==> src/rtl/utr_pkg.sv <==
// Package for unsigned_to_radix_text: widths, radix codes, FSM state, item types
// and the digit-to-ASCII lookup. No dependencies.
`default_nettype none

package utr_pkg;

  localparam int VALUE_BITS = 32;
  localparam int VALUE_W    = 32;
  localparam int RADIX_W    = 2;
  localparam int CHAR_W     = 7;
  localparam int DIGIT_W    = 4;
  localparam int IDX_W      = $clog2(VALUE_BITS);

  localparam logic [RADIX_W-1:0] RADIX_BIN = 2'd0;
  localparam logic [RADIX_W-1:0] RADIX_DEC = 2'd1;
  localparam logic [RADIX_W-1:0] RADIX_HEX = 2'd2;

  typedef enum logic [1:0] {
    ST_IDLE,
    ST_EXTRACT,
    ST_EMIT
  } state_t;

  typedef struct packed {
    logic [VALUE_W-1:0] value;
    logic [RADIX_W-1:0] radix_code;
  } in_item_t;

  typedef struct packed {
    logic [CHAR_W-1:0] character;
    logic              last;
  } out_item_t;

  // one digit handed from the extractor to the top level
  typedef struct packed {
    logic               valid;
    logic [DIGIT_W-1:0] digit;
    logic               final_digit;
  } digit_t;

  function automatic logic [CHAR_W-1:0] digit_char(input logic [DIGIT_W-1:0] d);
    logic [CHAR_W-1:0] c;
    case (d)
      4'd10:   c = 7'h41;
      4'd11:   c = 7'h42;
      4'd12:   c = 7'h43;
      4'd13:   c = 7'h44;
      4'd14:   c = 7'h45;
      4'd15:   c = 7'h46;
      default: c = 7'h30 + CHAR_W'(d);
    endcase
    return c;
  endfunction

endpackage

`default_nettype wire

==> src/rtl/utr_div.sv <==
// Digit extractor: repeated remainder/quotient by 2, 10 or 16, least significant first.
// Decimal uses a bit-serial restoring divider by ten. Depends on utr_pkg.
`default_nettype none

module utr_div (
  input  wire logic                            clk,
  input  wire logic                            rst_n,
  input  wire logic                            start,
  input  wire logic [utr_pkg::VALUE_W-1:0]     value,
  input  wire logic [utr_pkg::RADIX_W-1:0]     radix_code,
  output utr_pkg::digit_t                      dig
);

  localparam int VB = utr_pkg::VALUE_BITS;

  logic                          busy_r, busy_nxt;
  logic [VB-1:0]                 q_r, q_nxt;
  logic [utr_pkg::DIGIT_W-1:0]   rem_r, rem_nxt;
  logic [utr_pkg::IDX_W-1:0]     bit_cnt_r, bit_cnt_nxt;
  logic [utr_pkg::RADIX_W-1:0]   radix_r, radix_nxt;

  logic [utr_pkg::DIGIT_W:0]     trial;
  logic                          ge_ten;
  logic [utr_pkg::DIGIT_W-1:0]   rem_step;

  // one restoring-division step by ten
  assign trial    = {rem_r, q_r[VB-1]};
  assign ge_ten   = (trial >= 5'd10);
  assign rem_step = ge_ten ? 4'(trial - 5'd10) : trial[utr_pkg::DIGIT_W-1:0];

  always_comb begin
    busy_nxt    = busy_r;
    q_nxt       = q_r;
    rem_nxt     = rem_r;
    bit_cnt_nxt = bit_cnt_r;
    radix_nxt   = radix_r;
    dig         = '0;
    if (start) begin
      busy_nxt    = 1'b1;
      q_nxt       = VB'(value);
      rem_nxt     = '0;
      bit_cnt_nxt = '0;
      radix_nxt   = radix_code;
    end else if (busy_r) begin
      case (radix_r)
        utr_pkg::RADIX_BIN: begin
          q_nxt           = q_r >> 1;
          dig.valid       = 1'b1;
          dig.digit       = {3'b000, q_r[0]};
          dig.final_digit = (q_nxt == '0);
        end
        utr_pkg::RADIX_DEC: begin
          q_nxt       = {q_r[VB-2:0], ge_ten};
          rem_nxt     = rem_step;
          bit_cnt_nxt = bit_cnt_r + 1'b1;
          if (bit_cnt_r == utr_pkg::IDX_W'(VB - 1)) begin
            dig.valid       = 1'b1;
            dig.digit       = rem_step;
            dig.final_digit = (q_nxt == '0);
            rem_nxt         = '0;
            bit_cnt_nxt     = '0;
          end
        end
        default: begin
          // hex, and the unused code
          q_nxt           = q_r >> 4;
          dig.valid       = 1'b1;
          dig.digit       = q_r[3:0];
          dig.final_digit = (q_nxt == '0);
        end
      endcase
      if (dig.valid && dig.final_digit) busy_nxt = 1'b0;
    end
  end

  always_ff @(posedge clk) begin
    if (!rst_n) begin
      busy_r <= 1'b0;
    end else begin
      busy_r <= busy_nxt;
    end
    q_r       <= q_nxt;
    rem_r     <= rem_nxt;
    bit_cnt_r <= bit_cnt_nxt;
    radix_r   <= radix_nxt;
  end

endmodule

`default_nettype wire

==> src/rtl/unsigned_to_radix_text.sv <==
// Top level of the radix-to-ASCII converter: control FSM, digit store and output
// register. Depends on utr_pkg and utr_div.
`default_nettype none

// Converts an unsigned VALUE_BITS-bit number to ASCII text in binary, decimal or
// hexadecimal (codes 0, 1, 2; code 3 acts as hex), most significant character
// first, uppercase A-F, no leading zeros, zero gives "0", last set on the final
// character. One number is handled at a time: in_stall is high from acceptance
// until the final character has been loaded into the output register. Digit
// extraction yields one digit per cycle for binary and hex; for decimal, each digit
// comes from the bit-serial divide-by-ten, which steps through all VALUE_BITS
// (32) bits of the quotient. Characters then leave one per cycle while out_stall
// is low. The next number is taken while the final character still waits in
// the output register. No clearing pass follows reset.
module unsigned_to_radix_text (
  input  wire logic                clk,
  input  wire logic                rst_n,
  input  wire logic                in_valid,
  output      logic                in_stall,
  input  wire utr_pkg::in_item_t   in_item,
  output      logic                out_valid,
  input  wire logic                out_stall,
  output      utr_pkg::out_item_t  out_item
);

  localparam int VB = utr_pkg::VALUE_BITS;

  utr_pkg::state_t state_r, state_nxt;

  logic [utr_pkg::DIGIT_W-1:0] store_r [VB];
  logic [utr_pkg::IDX_W-1:0]   wr_ptr_r, wr_ptr_nxt;
  logic [utr_pkg::IDX_W-1:0]   rd_idx_r, rd_idx_nxt;
  logic                        out_valid_r, out_valid_nxt;
  utr_pkg::out_item_t          out_item_r, out_item_nxt;

  logic            accept;
  logic            load_out;
  utr_pkg::digit_t dig;

  utr_div u_div (
    .clk        (clk),
    .rst_n      (rst_n),
    .start      (accept),
    .value      (in_item.value),
    .radix_code (in_item.radix_code),
    .dig        (dig)
  );

  // next state
  always_comb begin
    state_nxt = state_r;
    case (state_r)
      utr_pkg::ST_IDLE:    if (accept) state_nxt = utr_pkg::ST_EXTRACT;
      utr_pkg::ST_EXTRACT: if (dig.valid && dig.final_digit) state_nxt = utr_pkg::ST_EMIT;
      utr_pkg::ST_EMIT:    if (load_out && rd_idx_r == '0) state_nxt = utr_pkg::ST_IDLE;
      default:             state_nxt = utr_pkg::ST_IDLE;
    endcase
  end

  // outputs of the FSM
  always_comb begin
    in_stall = 1'b1;
    load_out = 1'b0;
    case (state_r)
      utr_pkg::ST_IDLE: in_stall = 1'b0;
      utr_pkg::ST_EMIT: load_out = !out_valid_r || !out_stall;
      default: ;
    endcase
  end

  assign accept = in_valid && !in_stall;

  always_comb begin
    wr_ptr_nxt    = wr_ptr_r;
    rd_idx_nxt    = rd_idx_r;
    out_valid_nxt = out_valid_r && out_stall;
    out_item_nxt  = out_item_r;
    if (accept) wr_ptr_nxt = '0;
    if (dig.valid) begin
      wr_ptr_nxt = wr_ptr_r + 1'b1;
      // the most significant digit sits at the current write slot
      if (dig.final_digit) rd_idx_nxt = wr_ptr_r;
    end
    if (load_out) begin
      out_valid_nxt          = 1'b1;
      out_item_nxt.character = utr_pkg::digit_char(store_r[rd_idx_r]);
      out_item_nxt.last      = (rd_idx_r == '0);
      rd_idx_nxt             = rd_idx_r - 1'b1;
    end
  end

  always_ff @(posedge clk) begin
    if (!rst_n) begin
      state_r     <= utr_pkg::ST_IDLE;
      out_valid_r <= 1'b0;
    end else begin
      state_r     <= state_nxt;
      out_valid_r <= out_valid_nxt;
    end
    wr_ptr_r   <= wr_ptr_nxt;
    rd_idx_r   <= rd_idx_nxt;
    out_item_r <= out_item_nxt;
    if (dig.valid) store_r[wr_ptr_r] <= dig.digit;
  end

  assign out_valid = out_valid_r;
  assign out_item  = out_item_r;

  // digits only arrive while extracting
  a_digit_in_extract: assert property (@(posedge clk) disable iff (!rst_n)
    dig.valid |-> state_r == utr_pkg::ST_EXTRACT)
    else $error("digit produced outside extraction");

  a_accept_starts: assert property (@(posedge clk) disable iff (!rst_n)
    accept |=> state_r == utr_pkg::ST_EXTRACT)
    else $error("accepted item did not start extraction");

  a_char_range: assert property (@(posedge clk) disable iff (!rst_n)
    out_valid |-> ((out_item.character >= 7'h30 && out_item.character <= 7'h39) ||
                   (out_item.character >= 7'h41 && out_item.character <= 7'h46)))
    else $error("character out of range");

  a_last_ends_run: assert property (@(posedge clk) disable iff (!rst_n)
    (load_out && rd_idx_r == '0) |=> out_item.last && state_r == utr_pkg::ST_IDLE)
    else $error("final character not marked or run not ended");

endmodule

`default_nettype wire
==> config.mk <==
export PLATFORM = sky130hd
export DESIGN_NAME = unsigned_to_radix_text
export DESIGN_NICKNAME = d
export VERILOG_FILES = /design/src/rtl/utr_pkg.sv /design/src/rtl/utr_div.sv /design/src/rtl/unsigned_to_radix_text.sv
export SDC_FILE = /design/constraint.sdc
export NUM_CORES = 1
export LEC_CHECK = 0
export BUFFER_PORTS_ARGS = -buffer_cell sky130_fd_sc_hd__buf_4
export CORE_ASPECT_RATIO = 1.5
export CORE_MARGIN = 3
export CORE_UTILIZATION = 35
export CTS_CLUSTER_SIZE = 12
export DETAILED_ROUTE_END_ITERATION = 10
export PLACE_DENSITY_LB_ADDON = 0.1
export SLEW_MARGIN = 20
export SYNTH_ARGS = -nofsm -noshare
export SYNTH_HDL_FRONTEND = slang
export SYNTH_SLANG_ARGS = --single-unit
export TNS_END_PERCENT = 100
==> constraint.sdc <==
create_clock -name clk -period 5.43 [get_ports clk]
set_clock_uncertainty 0.15 [all_clocks]
set_input_delay 0.543 -clock clk [delete_from_list [all_inputs] [get_ports clk]]
set_output_delay 0.543 -clock clk [all_outputs]
set_load 0.1 [all_outputs]
# == Word-level counts from Yosys, hierarchy flattened ==
# Memory sizes are Yosys's and may differ from the RTL's. A register that Yosys moved wholly into a read port is not among the register bits.
# Cells that the tools add are included.
# word_totals
rom_bits,0
register_bits,65
latchBits,0
mem_bits_rw,128
mem_count,1
input_bits,38
elab_cells,83
# op_classes
mux,31
addsub,5
div,0
n_reduce_logical,21
n_eq_ne,13
n_mul,0
magnitude_cmp,1
n_shift,0
n_bitwise,0
# mem_list
name,words,width,rd,rd_ports_with_merged_regs,wr,line,source
store_r,32,4,1,1,1,unsigned_to_radix_text.sv:30,logic [utr_pkg::DIGIT_W-1:0] store_r [VB];
# op_table
op,n
logical NOT 32 bit,3
two-way mux 32 bit,2
one-hot mux 32 bit (2 select lines),1
one-hot mux 7 bit (6 select lines),1
two-way mux 5 bit,7
two-way mux 6 bit,5
equality test 4 bit (second input constant),6
one-hot mux 6 bit (2 select lines),1
adder 5 x 1 -> 5 bit (second input constant),2
two-way mux 1 bit,8
two-way mux 4 bit,2
nonzero test 2 bit,4
adder 6 x 4 -> 7 bit (first input constant),1
two-way mux 2 bit,3
!= test 2 bit (second input constant),3
one-hot mux 2 bit (3 select lines),1
equality test 5 bit (second input constant),1
>= comparator 5 x 4 -> 1 bit (second input constant),1
logical AND 1 bit,5
logical NOT 5 bit,1
subtractor 5 x 1 -> 5 bit (second input constant),1
equality test 2 x 1 -> 1 bit (second input constant),2
logical NOT 2 bit,2
AND reduction 2 bit,2
5 further kinds,6

# == Logic depth before layout (Yosys ltp) ==
# Gate-level depths: netlist of run 1.
# logic_depth
word_depth,12
mapped_depth,9
ltp_nobuf,9

# == Hierarchy ==
# From an unflattened synthesis of run 1, not the netlist that was laid out.
# hier_totals
cells_unflattened,632
hier_area_um2,9042.4
# by_module_without_submodules
mod,instances,seq_area_each_um2,area_per_inst_um2,cells_per_inst
unsigned_to_radix_text,1,4514.3,6323.6,327
utr_div,1,1221.2,2718.9,305

# == Least setup slack after synthesis of run 1 ==
# Ideal clock, no wire load.
# synth_timing
path_kind,register to register
start,register u_div.bit_cnt_r[0] in the netlist's numbering
end,"memory store_r[0][0] in the netlist's numbering, data pin"
required_ps,4903
setup_ps,377
stages_incl_launch_ff,7
t_arrival_ps,2189
slack_ps,2715
cell_sequence,dfxtp_1 ha_1 and3_1 ha_1 clkbuf_1 nand3_1 a21oi_1
# synth_lines
item,line,source
from (decl),utr_div.sv:19,"logic [utr_pkg::IDX_W-1:0] bit_cnt_r, bit_cnt_nxt;"
from (signal assigned),utr_div.sv:84,bit_cnt_r <= bit_cnt_nxt;
to (decl),unsigned_to_radix_text.sv:30,

==> results of run 1 <==
[flip-flops by register name (all words and copies together) (netlist names), named ones only]
name	flops
out_item	7
out_valid	1
rd_idx_r	5
state_r	2
store_r	128
u_div.bit_cnt_r	5
u_div.busy_r	1
u_div.q_r	32
u_div.radix_r	2
u_div.rem_r	4
wr_ptr_r	5
[path summary, 6_finish.rpt]
| kind | from | end | depth (start not counted) |
|---|---|---|---|
| max | flip-flop | out_item[1] | 7 |
| min | in_item[1] | u_div.radix_r[1] | 1 |
| max reg2reg | flip-flop | out_item[1] | 7 |
| min reg2reg | u_div.bit_cnt_r[4] | u_div.bit_cnt_r[4] | 2 |
[power by group through the flow]
stage | registers, mW | logic (mW) | clock network, mW
finish | 1.78 | 0.212 | 1.17
CTS | 1.78 | 0.214 | 1.21
global placement | 1.82 | 0.210 | 0
floorplan | 1.78 | 0.158 | 0
detailed placement | 1.82 | 0.213 | 0
global route | 1.79 | 0.242 | 1.27
[cell usage in the layout (no fill, tap or decap), types with 4 or more instances in the layout]
cell                        Yosys  layout
sky130_fd_sc_hd__clkinv_2       0       4
sky130_fd_sc_hd__nor2_1        85      82
sky130_fd_sc_hd__ha_1           9       9
sky130_fd_sc_hd__edfxtp_1     179     179
sky130_fd_sc_hd__mux4_2        36      36
sky130_fd_sc_hd__nor3_1         6       6
sky130_fd_sc_hd__clkbuf_16      0      17
sky130_fd_sc_hd__nand3b_1       7       7
sky130_fd_sc_hd__nand3_1        9       9
sky130_fd_sc_hd__o21ai_0       36      36
sky130_fd_sc_hd__mux2i_1       36      36
sky130_fd_sc_hd__nor4_1         6       6
sky130_fd_sc_hd__nand2b_1       5       5
sky130_fd_sc_hd__nor2b_1        4       4
sky130_fd_sc_hd__mux2_1         5       5
sky130_fd_sc_hd__nand2_1       55      55
sky130_fd_sc_hd__a21oi_1       41      40
sky130_fd_sc_hd__buf_4          1      54
sky130_fd_sc_hd__xnor2_1        5       5
sky130_fd_sc_hd__inv_1         11      10
sky130_fd_sc_hd__dfxtp_1       18      17
[metrics by stage]
step                       util  instances  hold slack, ps  worst slack, ps  cell area, sq um
final                     0.408       1004             146             2020             10100
after global routing      0.408       1004             125             1660             10100
after CTS                 0.408       1004             118             1930             10100
after detailed placement  0.386        973             309             1940              9530
after global placement    0.386        973             306             2020              9530
after floorplan               -        629             290             2710              8870
[cell families after synthesis]
kind of cell	count (synthesis)	share of synthesized area
compound gates	93	0.0571
flops	197	0.647
mux	83	0.154
fa+ha+maj	9	0.0127
simple gates	192	0.0972
buf+inv	47	0.0244
xor+xnor	8	0.00790
[per-layer routing]
metal  vias to the layer above  share of wire
li1                       2453              -
met1                      2472           0.39
met2                        89           0.57
met3                        19          0.025
met4                         0          0.018
met5                         -              0
[layout make-up]
cell class                      instances  area (sq um)  share of cell area
Tap cell                              324           405              0.0402
Sequential cell                       197          5740               0.569
Timing Repair Buffer                   54           405              0.0402
Clock inverter                         13           111              0.0110
Multi-Input combinational cell        385          2950               0.292
Clock buffer                           18           429              0.0426
Inverter                               13          48.8             0.00484
==> impl_results.md, run 1 <==
* Highest clock frequency the design can meet at 293 MHz
* Post-CTS Resized at 0
* Largest driver fanout on the critical path at 22
* Clock network fraction of design power at 0.370
* RSZ-0062 raised after global routing: false
* Most repeated cell in the gate-level netlist after synthesis: sky130_fd_sc_hd__edfxtp_1
* Outcome: finished clean
* Overall power after layout at 3.16 mW
* Violation count after the first detailed-route iteration at 300
* Maximum number of pins on one net before global-route repair at 75
* Initial DRT Pass Iterations at 5
* Number of distinct library cell variants in the gate-level netlist after synthesis at 50
* Clock latency at the later pin of the worst-skew pair at 430 ps
* Via density per instance at 5.01
* Final setup violation count at 0
* CTS tree: done
* #FFs+latches synth at 197
* Number of buffer and inverter instances along the worst setup path at 1
* Kind of cell adding the most delay to the critical path: multiplexers
* Net count reported at finish at 715
* Setup tns final at 0 ps
* Cts hold-fix bufs at 0
* Fraction of the yosys area taken by sequential cells at 0.647
* Number of warnings reported in the yosys synthesis log at 0
* Proportion of power drawn by flip-flops and latches at 0.563
* Area growth syn-to-layout at 13.7%
* Worst-case vdd ir drop at 223 uV
* Final Cycle Share at 0.628
* EDFF count, synth at 179
* CTS clk-pin slew, worst paths at 70 ps
* Drt wl/cell at 19.3 um
* Syn Std Cell Area at 8870 sq um
* Mapped Cells at 629
* Total Die Area at 27300 sq um
* Number of antenna violations at the first check in global routing at 0
* Async set or reset register ratio after synthesis at 0
* Total global routing overflow at 0
* Combined global-route utilization of all metal layers at 0.150
* Synth area leader: sky130_fd_sc_hd__edfxtp_1
* Startpoint class of the critical path: flip-flop
* Max-Slew Margin vs Limit at 0.410
* Count of buffers from port buffering at 47
* H-tree levels at 4
* Combinational group share of total power at 0.067
* Share of cells above drive strength 1 at 0.197
* Post-Route WL at 19400 um
* Clk sink count at 197
* Total CTS buffers at 17
* Most used flip-flop cell after synthesis: sky130_fd_sc_hd__edfxtp_1
* Final number of hold-violating endpoints at 0
* Detailed-route via count at 5033
* Total of fill cells in the finished design at 2352
* Width of the chip at 136 um
* Power per Cell Area at 314 nW/um^2
* Boundary pin count at 48
* GR Layer Usage met1 at 0.165
* Cell Chain, Critical Path: buf_4, mux4_1, mux4_2, mux2_4, nor2b_4, nor2_2, xnor2_1
* Net switching fraction of the power at 0.233
* Slew at the pin closest to its max-slew limit at 879 ps
* Number of max-slew violations in the final report at 0
* Top cells by area in the synthesized netlist: sky130_fd_sc_hd__edfxtp_1 (61%), sky130_fd_sc_hd__mux4_2 (9.1%), sky130_fd_sc_hd__dfxtp_1 (4.1%)
* Number of global-route vias before repair at 5424
* Net count after synthesis at 676
* Crit. End Element: flip-flop
* Area inside the core boundary at 24700 sq um
* Worst Path Class, Setup: flip-flop to flip-flop
* Arr. time, crit path at 3440 ps
* Global-route wire length before repair at 30700 um
* Met2 global-route usage at 0.283
* Most congested layer reported by global routing: met2
* Class of the tightest hold or removal check: input port to flip-flop
* Number of buffers on the longest clock path at 2
* Required time at the worst-slack endpoint at 5460 ps
* Max cap viols at 0
* Period minus WS final at 3410 ps
* Peak per-stage delay on the critical path at 860 ps
* Most used standard cells in the synthesized netlist: sky130_fd_sc_hd__edfxtp_1 (179), sky130_fd_sc_hd__nor2_1 (85), sky130_fd_sc_hd__nand2_1 (55)
* Total setup buffers inserted after CTS at 0
* Leakage power summed over all cells at 3.48 nW
* Gp weighted congestion at 0.772
* Int Power at 2.43 mW
* Sum of net half-perimeters after detailed placement at 13700 um
* Number of antenna repair diodes at 0
* Met3 capacity usage during global routing at 0.0293
* DIE HEIGHT at 201 um
* Antenna-violating nets left at 0
* Avg Inst Size Synth at 14.1 sq um
* CP max stage cell: sky130_fd_sc_hd__dfxtp_2
* Final routed DRC violation total at 0
* Reported net switching power at 737 uW
* FP Rows at 70
* Area share of the largest cell type after synthesis at 0.606
* Clock root buffer: sky130_fd_sc_hd__clkbuf_16
* Starting density of the core at 0.359
* R2R setup slack at 2020 ps
Note: power is estimated with default switching activity, not from simulation.
==> run 2: changes to the inputs <==
clock period = 3.1 ns   (was 5.43 ns; I/O delays follow)
==> impl_results.md, run 2 (same netlist as run 1, synthesis figures left out) <==
* Most common cell after layout, fill and taps aside: sky130_fd_sc_hd__edfxtp_1 (unchanged)
* Clk sink count at 197 (unchanged)
* Kind of cell adding the most delay to the critical path: multiplexers (unchanged)
* Leakage power summed over all cells at 3.72 nW (was 3.48 nW)
* Peak per-stage delay on the critical path at 560 ps (was 860 ps)
* Number of buffer and inverter instances along the worst setup path at 1 (unchanged)
* Initial DRT Pass Iterations at 4 (was 5)
* Arr. time, crit path at 2850 ps (was 3440 ps)
* Final routed DRC violation total at 0 (unchanged)
* FP Rows at 70 (unchanged)
* Final Cycle Share at 0.908 (was 0.628)
* Cell with the most instances on the worst path: sky130_fd_sc_hd__mux4_2
* CP max stage cell: sky130_fd_sc_hd__mux4_2 (was sky130_fd_sc_hd__dfxtp_2)
* Boundary pin count at 48 (unchanged)
* Detailed-route via count at 5306 (was 5033)
* Worst Min Path Start: in_item[12] (was in_item[1])
* Startpoint class of the critical path: flip-flop (unchanged)
* Count of buffers from port buffering at 47 (unchanged)
* Drt wl/cell at 19.0 um (was 19.3 um)
* Setup tns final at 0 ps (unchanged)
* Clock root buffer: sky130_fd_sc_hd__clkbuf_16 (unchanged)
* Number of max-slew violations in the final report at 0 (unchanged)
* Destination of the worst hold path: u_div.q_r[10] (was u_div.radix_r[1])
* Routed wire length on met3 at 530 um (was 477 um)
* Combined global-route utilization of all metal layers at 0.155 (was 0.150)
* R2r worst-path depth at 7 (unchanged)
* Number of antenna repair diodes at 0 (unchanged)
* Post-route met1 wirelength at 7440 um (was 7480 um)
* Total non-filler cell area in the finished layout at 10500 sq um (was 10100 sq um)
* CTS clk-pin slew, worst paths at 70 ps (about the same)
* Starting density of the core at 0.359 (unchanged)
* Register with the most flip-flops: store_r (unchanged)
* Sum of net half-perimeters after detailed placement at 14300 um (was 13700 um)
* Overall power after layout at 5.63 mW (was 3.16 mW)
* Highest routing layer actually used: met4 (unchanged)
* Post-Route WL at 20100 um (was 19400 um)
* CTS tree: done (unchanged)
* Most used cells in the layout excluding fill and tap cells: sky130_fd_sc_hd__edfxtp_1 (179), sky130_fd_sc_hd__nor2_1 (82), sky130_fd_sc_hd__buf_4 (75) (was sky130_fd_sc_hd__edfxtp_1 (179), sky130_fd_sc_hd__nor2_1 (82), sky130_fd_sc_hd__nand2_1 (55))
* Total CTS buffers at 17 (unchanged)
* Largest driver fanout on the critical path at 8 (was 22)
* Wire length on met2 at 11600 um (was 11100 um)
* Worst Path Class, Setup: flip-flop to flip-flop (unchanged)
* Clock latency at the later pin of the worst-skew pair at 430 ps (about the same)
* Minimum hold slack at 17.4 ps (was 146 ps)
* Total of fill cells in the finished design at 2342 (was 2352)
* Gp weighted congestion at 0.761 (was 0.772)
* H-tree levels at 4 (unchanged)
* Max-Slew Margin vs Limit at 0.538 (was 0.410)
* Max cap viols at 0 (unchanged)
* Slew at the pin closest to its max-slew limit at 693 ps (was 879 ps)
* Number of stages on the worst hold path at 3 (was 1)
* R2R setup slack at 280 ps (was 2020 ps)
* Total Die Area at 27300 sq um (unchanged)
* Flip-flop count of the largest register, all copies and words added at 128 (unchanged)
* Highest clock frequency the design can meet at 355 MHz (was 293 MHz)
* Final setup violation count at 0 (unchanged)
* Area inside the core boundary at 24700 sq um (unchanged)
* Total global routing overflow at 0 (unchanged)
* Dpl cell area at 9720 sq um (was 9530 sq um)
* Via density per instance at 5.04 (was 5.01)
* Number of antenna violations at the first check in global routing at 0 (unchanged)
* Violation count after the first detailed-route iteration at 326 (was 300)
* Antenna-violating nets left at 0 (unchanged)
* Cell Chain, Critical Path: buf_4, mux4_2, mux4_2, mux2i_4, nor2b_4, nor2_2, xnor2_1 (was buf_4, mux4_1, mux4_2, mux2_4, nor2b_4, nor2_2, xnor2_1)
* Width of the chip at 136 um (unchanged)
* Class of the tightest hold or removal check: input port to flip-flop (unchanged)
* Net count reported at finish at 764 (was 715)
* Number of buffers on the longest clock path at 2 (unchanged)
* Final number of hold-violating endpoints at 0 (unchanged)
* Maximum number of pins on one net before global-route repair at 75 (unchanged)
* Number of global-route vias before repair at 5850 (was 5424)
* Required time at the worst-slack endpoint at 3140 ps (was 5460 ps)
* Power per Cell Area at 534 nW/um^2 (was 314 nW/um^2)
* FF-to-FF End: out_item[1] (unchanged)
* Period minus WS final at 2820 ps (was 3410 ps)
* Global-route wire length before repair at 32100 um (was 30700 um)
* DIE HEIGHT at 201 um (unchanged)
* Area growth syn-to-layout at 18.8% (was 13.7%)
* RSZ-0062 raised after global routing: false (unchanged)
* Share of cells above drive strength 1 at 0.217 (was 0.197)
* Total setup buffers inserted after CTS at 0 (unchanged)
* Worst-case vdd ir drop at 364 uV (was 223 uV)
* Outcome: finished clean (unchanged)
* Crit. End Element: flip-flop (unchanged)
* Largest registers: store_r (128), u_div.q_r (32), out_item (7) (unchanged)
==> run 2: cell type report <==
| cell class | instances | area, sq um | share of cell area |
|---|---|---|---|
| clock buffer | 18 | 429 | 0.0407 |
| clock inverter | 13 | 120 | 0.0114 |
| inverter | 13 | 48.8 | 0.00463 |
| multi-input combinational | 385 | 2930 | 0.278 |
| sequential | 197 | 5740 | 0.545 |
| tap | 324 | 405 | 0.0385 |
| timing repair buffer | 103 | 863 | 0.0819 |
==> run 2: routing by layer <==
metal	vias to the layer above	track usage
met1	2635	0.161
met5	-	0
met4	0	0.0598
li1	2552	-
met3	23	0.0261
met2	96	0.303
==> run 2: power breakdown <==
part	switching, mW	internal (mW)
Combinational	0.235	0.180
Sequential	0.111	3.00
Clock	0.983	1.12
==> run 2: how the worst max path moves through the flow <==
stage | startpoint | to | slack, ps | depth (start not counted)
final | flip-flop | out_item[1] | 280 | 7
after global routing | u_div.bit_cnt_r[0] | flip-flop | 20 | 10
after CTS | flip-flop | out_item[1] | 250 | 7
after detailed placement | flip-flop | out_item[1] | 240 | 7
after global placement | flip-flop | out_item[1] | 270 | 7
after floorplan | u_div.bit_cnt_r[0] | store_r[0][0] | 380 | 6
==> run 2: per-stage QoR <==
stage	setup slack [ps]	util	instances
2_1_floorplan	385	-	629
3_3_place_gp	268	0.394	996
3_5_place_dp	239	0.394	996
4_1_cts	245	0.426	1053
5_1_grt	22.2	0.427	1053
6_report	284	0.427	1053
==> run 2: timing repair <==
| item | 4_1_cts | 5_1_grt |
|---|---|---|
| setup endpoints to repair | 0 | 4 |
| gates resized for setup | 0 | 1 |
| hold buffers | 26 | 0 |
| hold endpoints to repair | 28 | 0 |
==> run 2: worst register-to-register path: stages (launching register included) <==
cell and delay [ps]:
sky130_fd_sc_hd__dfxtp_2 520, sky130_fd_sc_hd__buf_4 260, sky130_fd_sc_hd__mux4_2 510, sky130_fd_sc_hd__mux4_2 560, sky130_fd_sc_hd__mux2i_4 230, sky130_fd_sc_hd__nor2b_4 180, sky130_fd_sc_hd__nor2_2 50, sky130_fd_sc_hd__xnor2_1 130
==> run 3: changes to the inputs <==
CORE_MARGIN = 4   (was 3)
MAX_ROUTING_LAYER = met4   (was not set)
==> impl_results.md, run 3 (same netlist as run 1, synthesis figures left out) <==
* Combined global-route utilization of all metal layers at 0.160 (was 0.155)
* Global-route wire length before repair at 32600 um (was 32100 um)
* Net count reported at finish at 764 (unchanged)
* Area growth syn-to-layout at 18.5% (was 18.8%)
* Clock root buffer: sky130_fd_sc_hd__clkbuf_16 (unchanged)
* Crit. End Element: flip-flop (unchanged)
* Largest registers: store_r (128), u_div.q_r (32), out_item (7) (unchanged)
* Post-Route WL at 20600 um (was 20100 um)
* Area inside the core boundary at 25100 sq um (was 24700 sq um)
* Total global routing overflow at 0 (unchanged)
* Sum of net half-perimeters after detailed placement at 14600 um (was 14300 um)
* Leakage power summed over all cells at 3.70 nW (was 3.72 nW)
* Width of the chip at 138 um (was 136 um)
* Detailed-route via count at 5321 (was 5306)
* Number of max-slew violations in the final report at 0 (unchanged)
* Post-CTS Resized at 0 (unchanged)
* Slew at the pin closest to its max-slew limit at 682 ps (was 693 ps)
* Worst Path Class, Setup: flip-flop to flip-flop (unchanged)
* Number of buffers on the longest clock path at 2 (unchanged)
* RSZ-0062 raised after global routing: false (unchanged)
* Most used cells in the layout excluding fill and tap cells: sky130_fd_sc_hd__edfxtp_1 (179), sky130_fd_sc_hd__nor2_1 (83), sky130_fd_sc_hd__buf_4 (75) (was sky130_fd_sc_hd__edfxtp_1 (179), sky130_fd_sc_hd__nor2_1 (82), sky130_fd_sc_hd__buf_4 (75))
* Final design utilization at 0.419 (was 0.427)
* Number of global-route vias before repair at 5675 (was 5850)
* Maximum number of pins on one net before global-route repair at 75 (unchanged)
* Highest clock frequency the design can meet at 362 MHz (was 355 MHz)
* Largest driver fanout on the critical path at 8 (unchanged)
* Final routed DRC violation total at 0 (unchanged)
* Clock latency at the later pin of the worst-skew pair at 430 ps (about the same)
* H-tree levels at 4 (unchanged)
* Worst-case vdd ir drop at 384 uV (was 364 uV)
* Period minus WS final at 2760 ps (was 2820 ps)
* Minimum hold slack at 16.2 ps (was 17.4 ps)
* Power per Cell Area at 524 nW/um^2 (was 534 nW/um^2)
* CTS clk-pin slew, worst paths at 70 ps (about the same)
* FP Rows at 71 (was 70)
* Gp weighted congestion at 0.809 (was 0.761)
* Initial DRT Pass Iterations at 5 (was 4)
* DIE HEIGHT at 203 um (was 201 um)
* Startpoint class of the critical path: flip-flop (unchanged)
* Smallest setup slack after layout at 341 ps (was 284 ps)
* Count of buffers from port buffering at 47 (unchanged)
* Number of antenna repair diodes at 0 (unchanged)
* Max cap viols at 0 (unchanged)
* Final number of hold-violating endpoints at 0 (unchanged)
* Most common cell after layout, fill and taps aside: sky130_fd_sc_hd__edfxtp_1 (unchanged)
* Total Die Area at 28000 sq um (was 27300 sq um)
* Class of the tightest hold or removal check: input port to flip-flop (unchanged)
* Final Cycle Share at 0.890 (was 0.908)
* Via density per instance at 5.03 (was 5.04)
* Total setup buffers inserted after CTS at 0 (unchanged)
* Flip-flop count of the largest register, all copies and words added at 128 (unchanged)
* Setup tns final at 0 ps (unchanged)
* Starting density of the core at 0.354 (was 0.359)
* Antenna-violating nets left at 0 (unchanged)
* Worst slack after detailed placement at 351 ps (was 239 ps)
* CTS tree: done (unchanged)
* Outcome: finished clean (unchanged)
* Total non-filler cell area in the finished layout at 10500 sq um (about the same)
* Drt wl/cell at 19.5 um (was 19.0 um)
* Dpl cell area at 9730 sq um (was 9720 sq um)
* Boundary pin count at 48 (unchanged)
* Share of cells above drive strength 1 at 0.214 (was 0.217)
* Total CTS buffers at 17 (unchanged)
* Number of antenna violations at the first check in global routing at 0 (unchanged)
* Violation count after the first detailed-route iteration at 262 (was 326)
* Required time at the worst-slack endpoint at 3020 ps (was 3140 ps)
* Register with the most flip-flops: store_r (unchanged)
* Final setup violation count at 0 (unchanged)
* Max-Slew Margin vs Limit at 0.546 (was 0.538)
* Arr. time, crit path at 2680 ps (was 2850 ps)
* Clk sink count at 197 (unchanged)
## run 3: cell types whose count changed in the layout (fill, tap and decap cells not counted)
cell / change
sky130_fd_sc_hd__nor2_1: +1
sky130_fd_sc_hd__inv_8: -1
sky130_fd_sc_hd__inv_6: -5
sky130_fd_sc_hd__clkinv_4: +2
sky130_fd_sc_hd__clkinvlp_4: +4
sky130_fd_sc_hd__clkbuf_1: +1
sky130_fd_sc_hd__ha_2: -1
sky130_fd_sc_hd__ha_1: +1
sky130_fd_sc_hd__bufinv_16: -1
sky130_fd_sc_hd__nor2_2: -1
sky130_fd_sc_hd__clkinv_2: +1
## run 3: final timing paths
kind	startpoint	end	slack [ps]	depth (start not counted)
hold / removal	in_item[13]	u_div.q_r[11]	20	3
hold reg to reg	u_div.bit_cnt_r[4]	u_div.bit_cnt_r[4]	320	2
setup reg to reg	u_div.bit_cnt_r[0]	store_r[6][3]	340	7
setup / recovery	u_div.bit_cnt_r[0]	store_r[6][3]	340	7
## run 3: area by class of cell
cell class                      instances  area (sq um)
Clock buffer                           19           433
Clock inverter                         13          87.6
Sequential cell                       197          5740
Fill cell                            2348         14500
Timing Repair Buffer                  103           863
Inverter                               13          48.8
Tap cell                              328           410
Multi-Input combinational cell        385          2930
## run 3: repair_timing
action,in CTS,in global routing
hold buffers,26,0
endpoints found under the setup margin,0,0
hold endpoints to repair,28,0
## run 3: routing by layer
metal | routed length, um | up-vias | track usage | part of all wire
met3 | 511 | 19 | 0.0278 | 0.025
met5 | 0 | - | - | 0
met2 | 12100 | 94 | 0.303 | 0.59
li1 | - | 2546 | - | -
met1 | 7680 | 2662 | 0.168 | 0.37
met4 | 265 | 0 | 0.0448 | 0.013
## run 3: report_power, final
group	switching [mW]	internal [mW]
Combinational	0.232	0.177
Clock	0.962	1.02
Sequential	0.112	3.00
## run 3: through the flow
step | power (mW) | instances
2_1_floorplan | 3.39 | 629
3_3_place_gp | 3.56 | 1000
3_5_place_dp | 3.56 | 1000
4_1_cts | 5.57 | 1058
5_1_grt | 5.74 | 1058
6_report | 5.50 | 1058
## run 3: worst max-delay path: stages (launching register included)
cell and delay (ps):
sky130_fd_sc_hd__dfxtp_1 390, sky130_fd_sc_hd__ha_1 200, sky130_fd_sc_hd__and3_1 170, sky130_fd_sc_hd__ha_1 270, sky130_fd_sc_hd__o21ai_0 170, sky130_fd_sc_hd__nor2_1 270, sky130_fd_sc_hd__nand2_1 290, sky130_fd_sc_hd__nor2_1 480
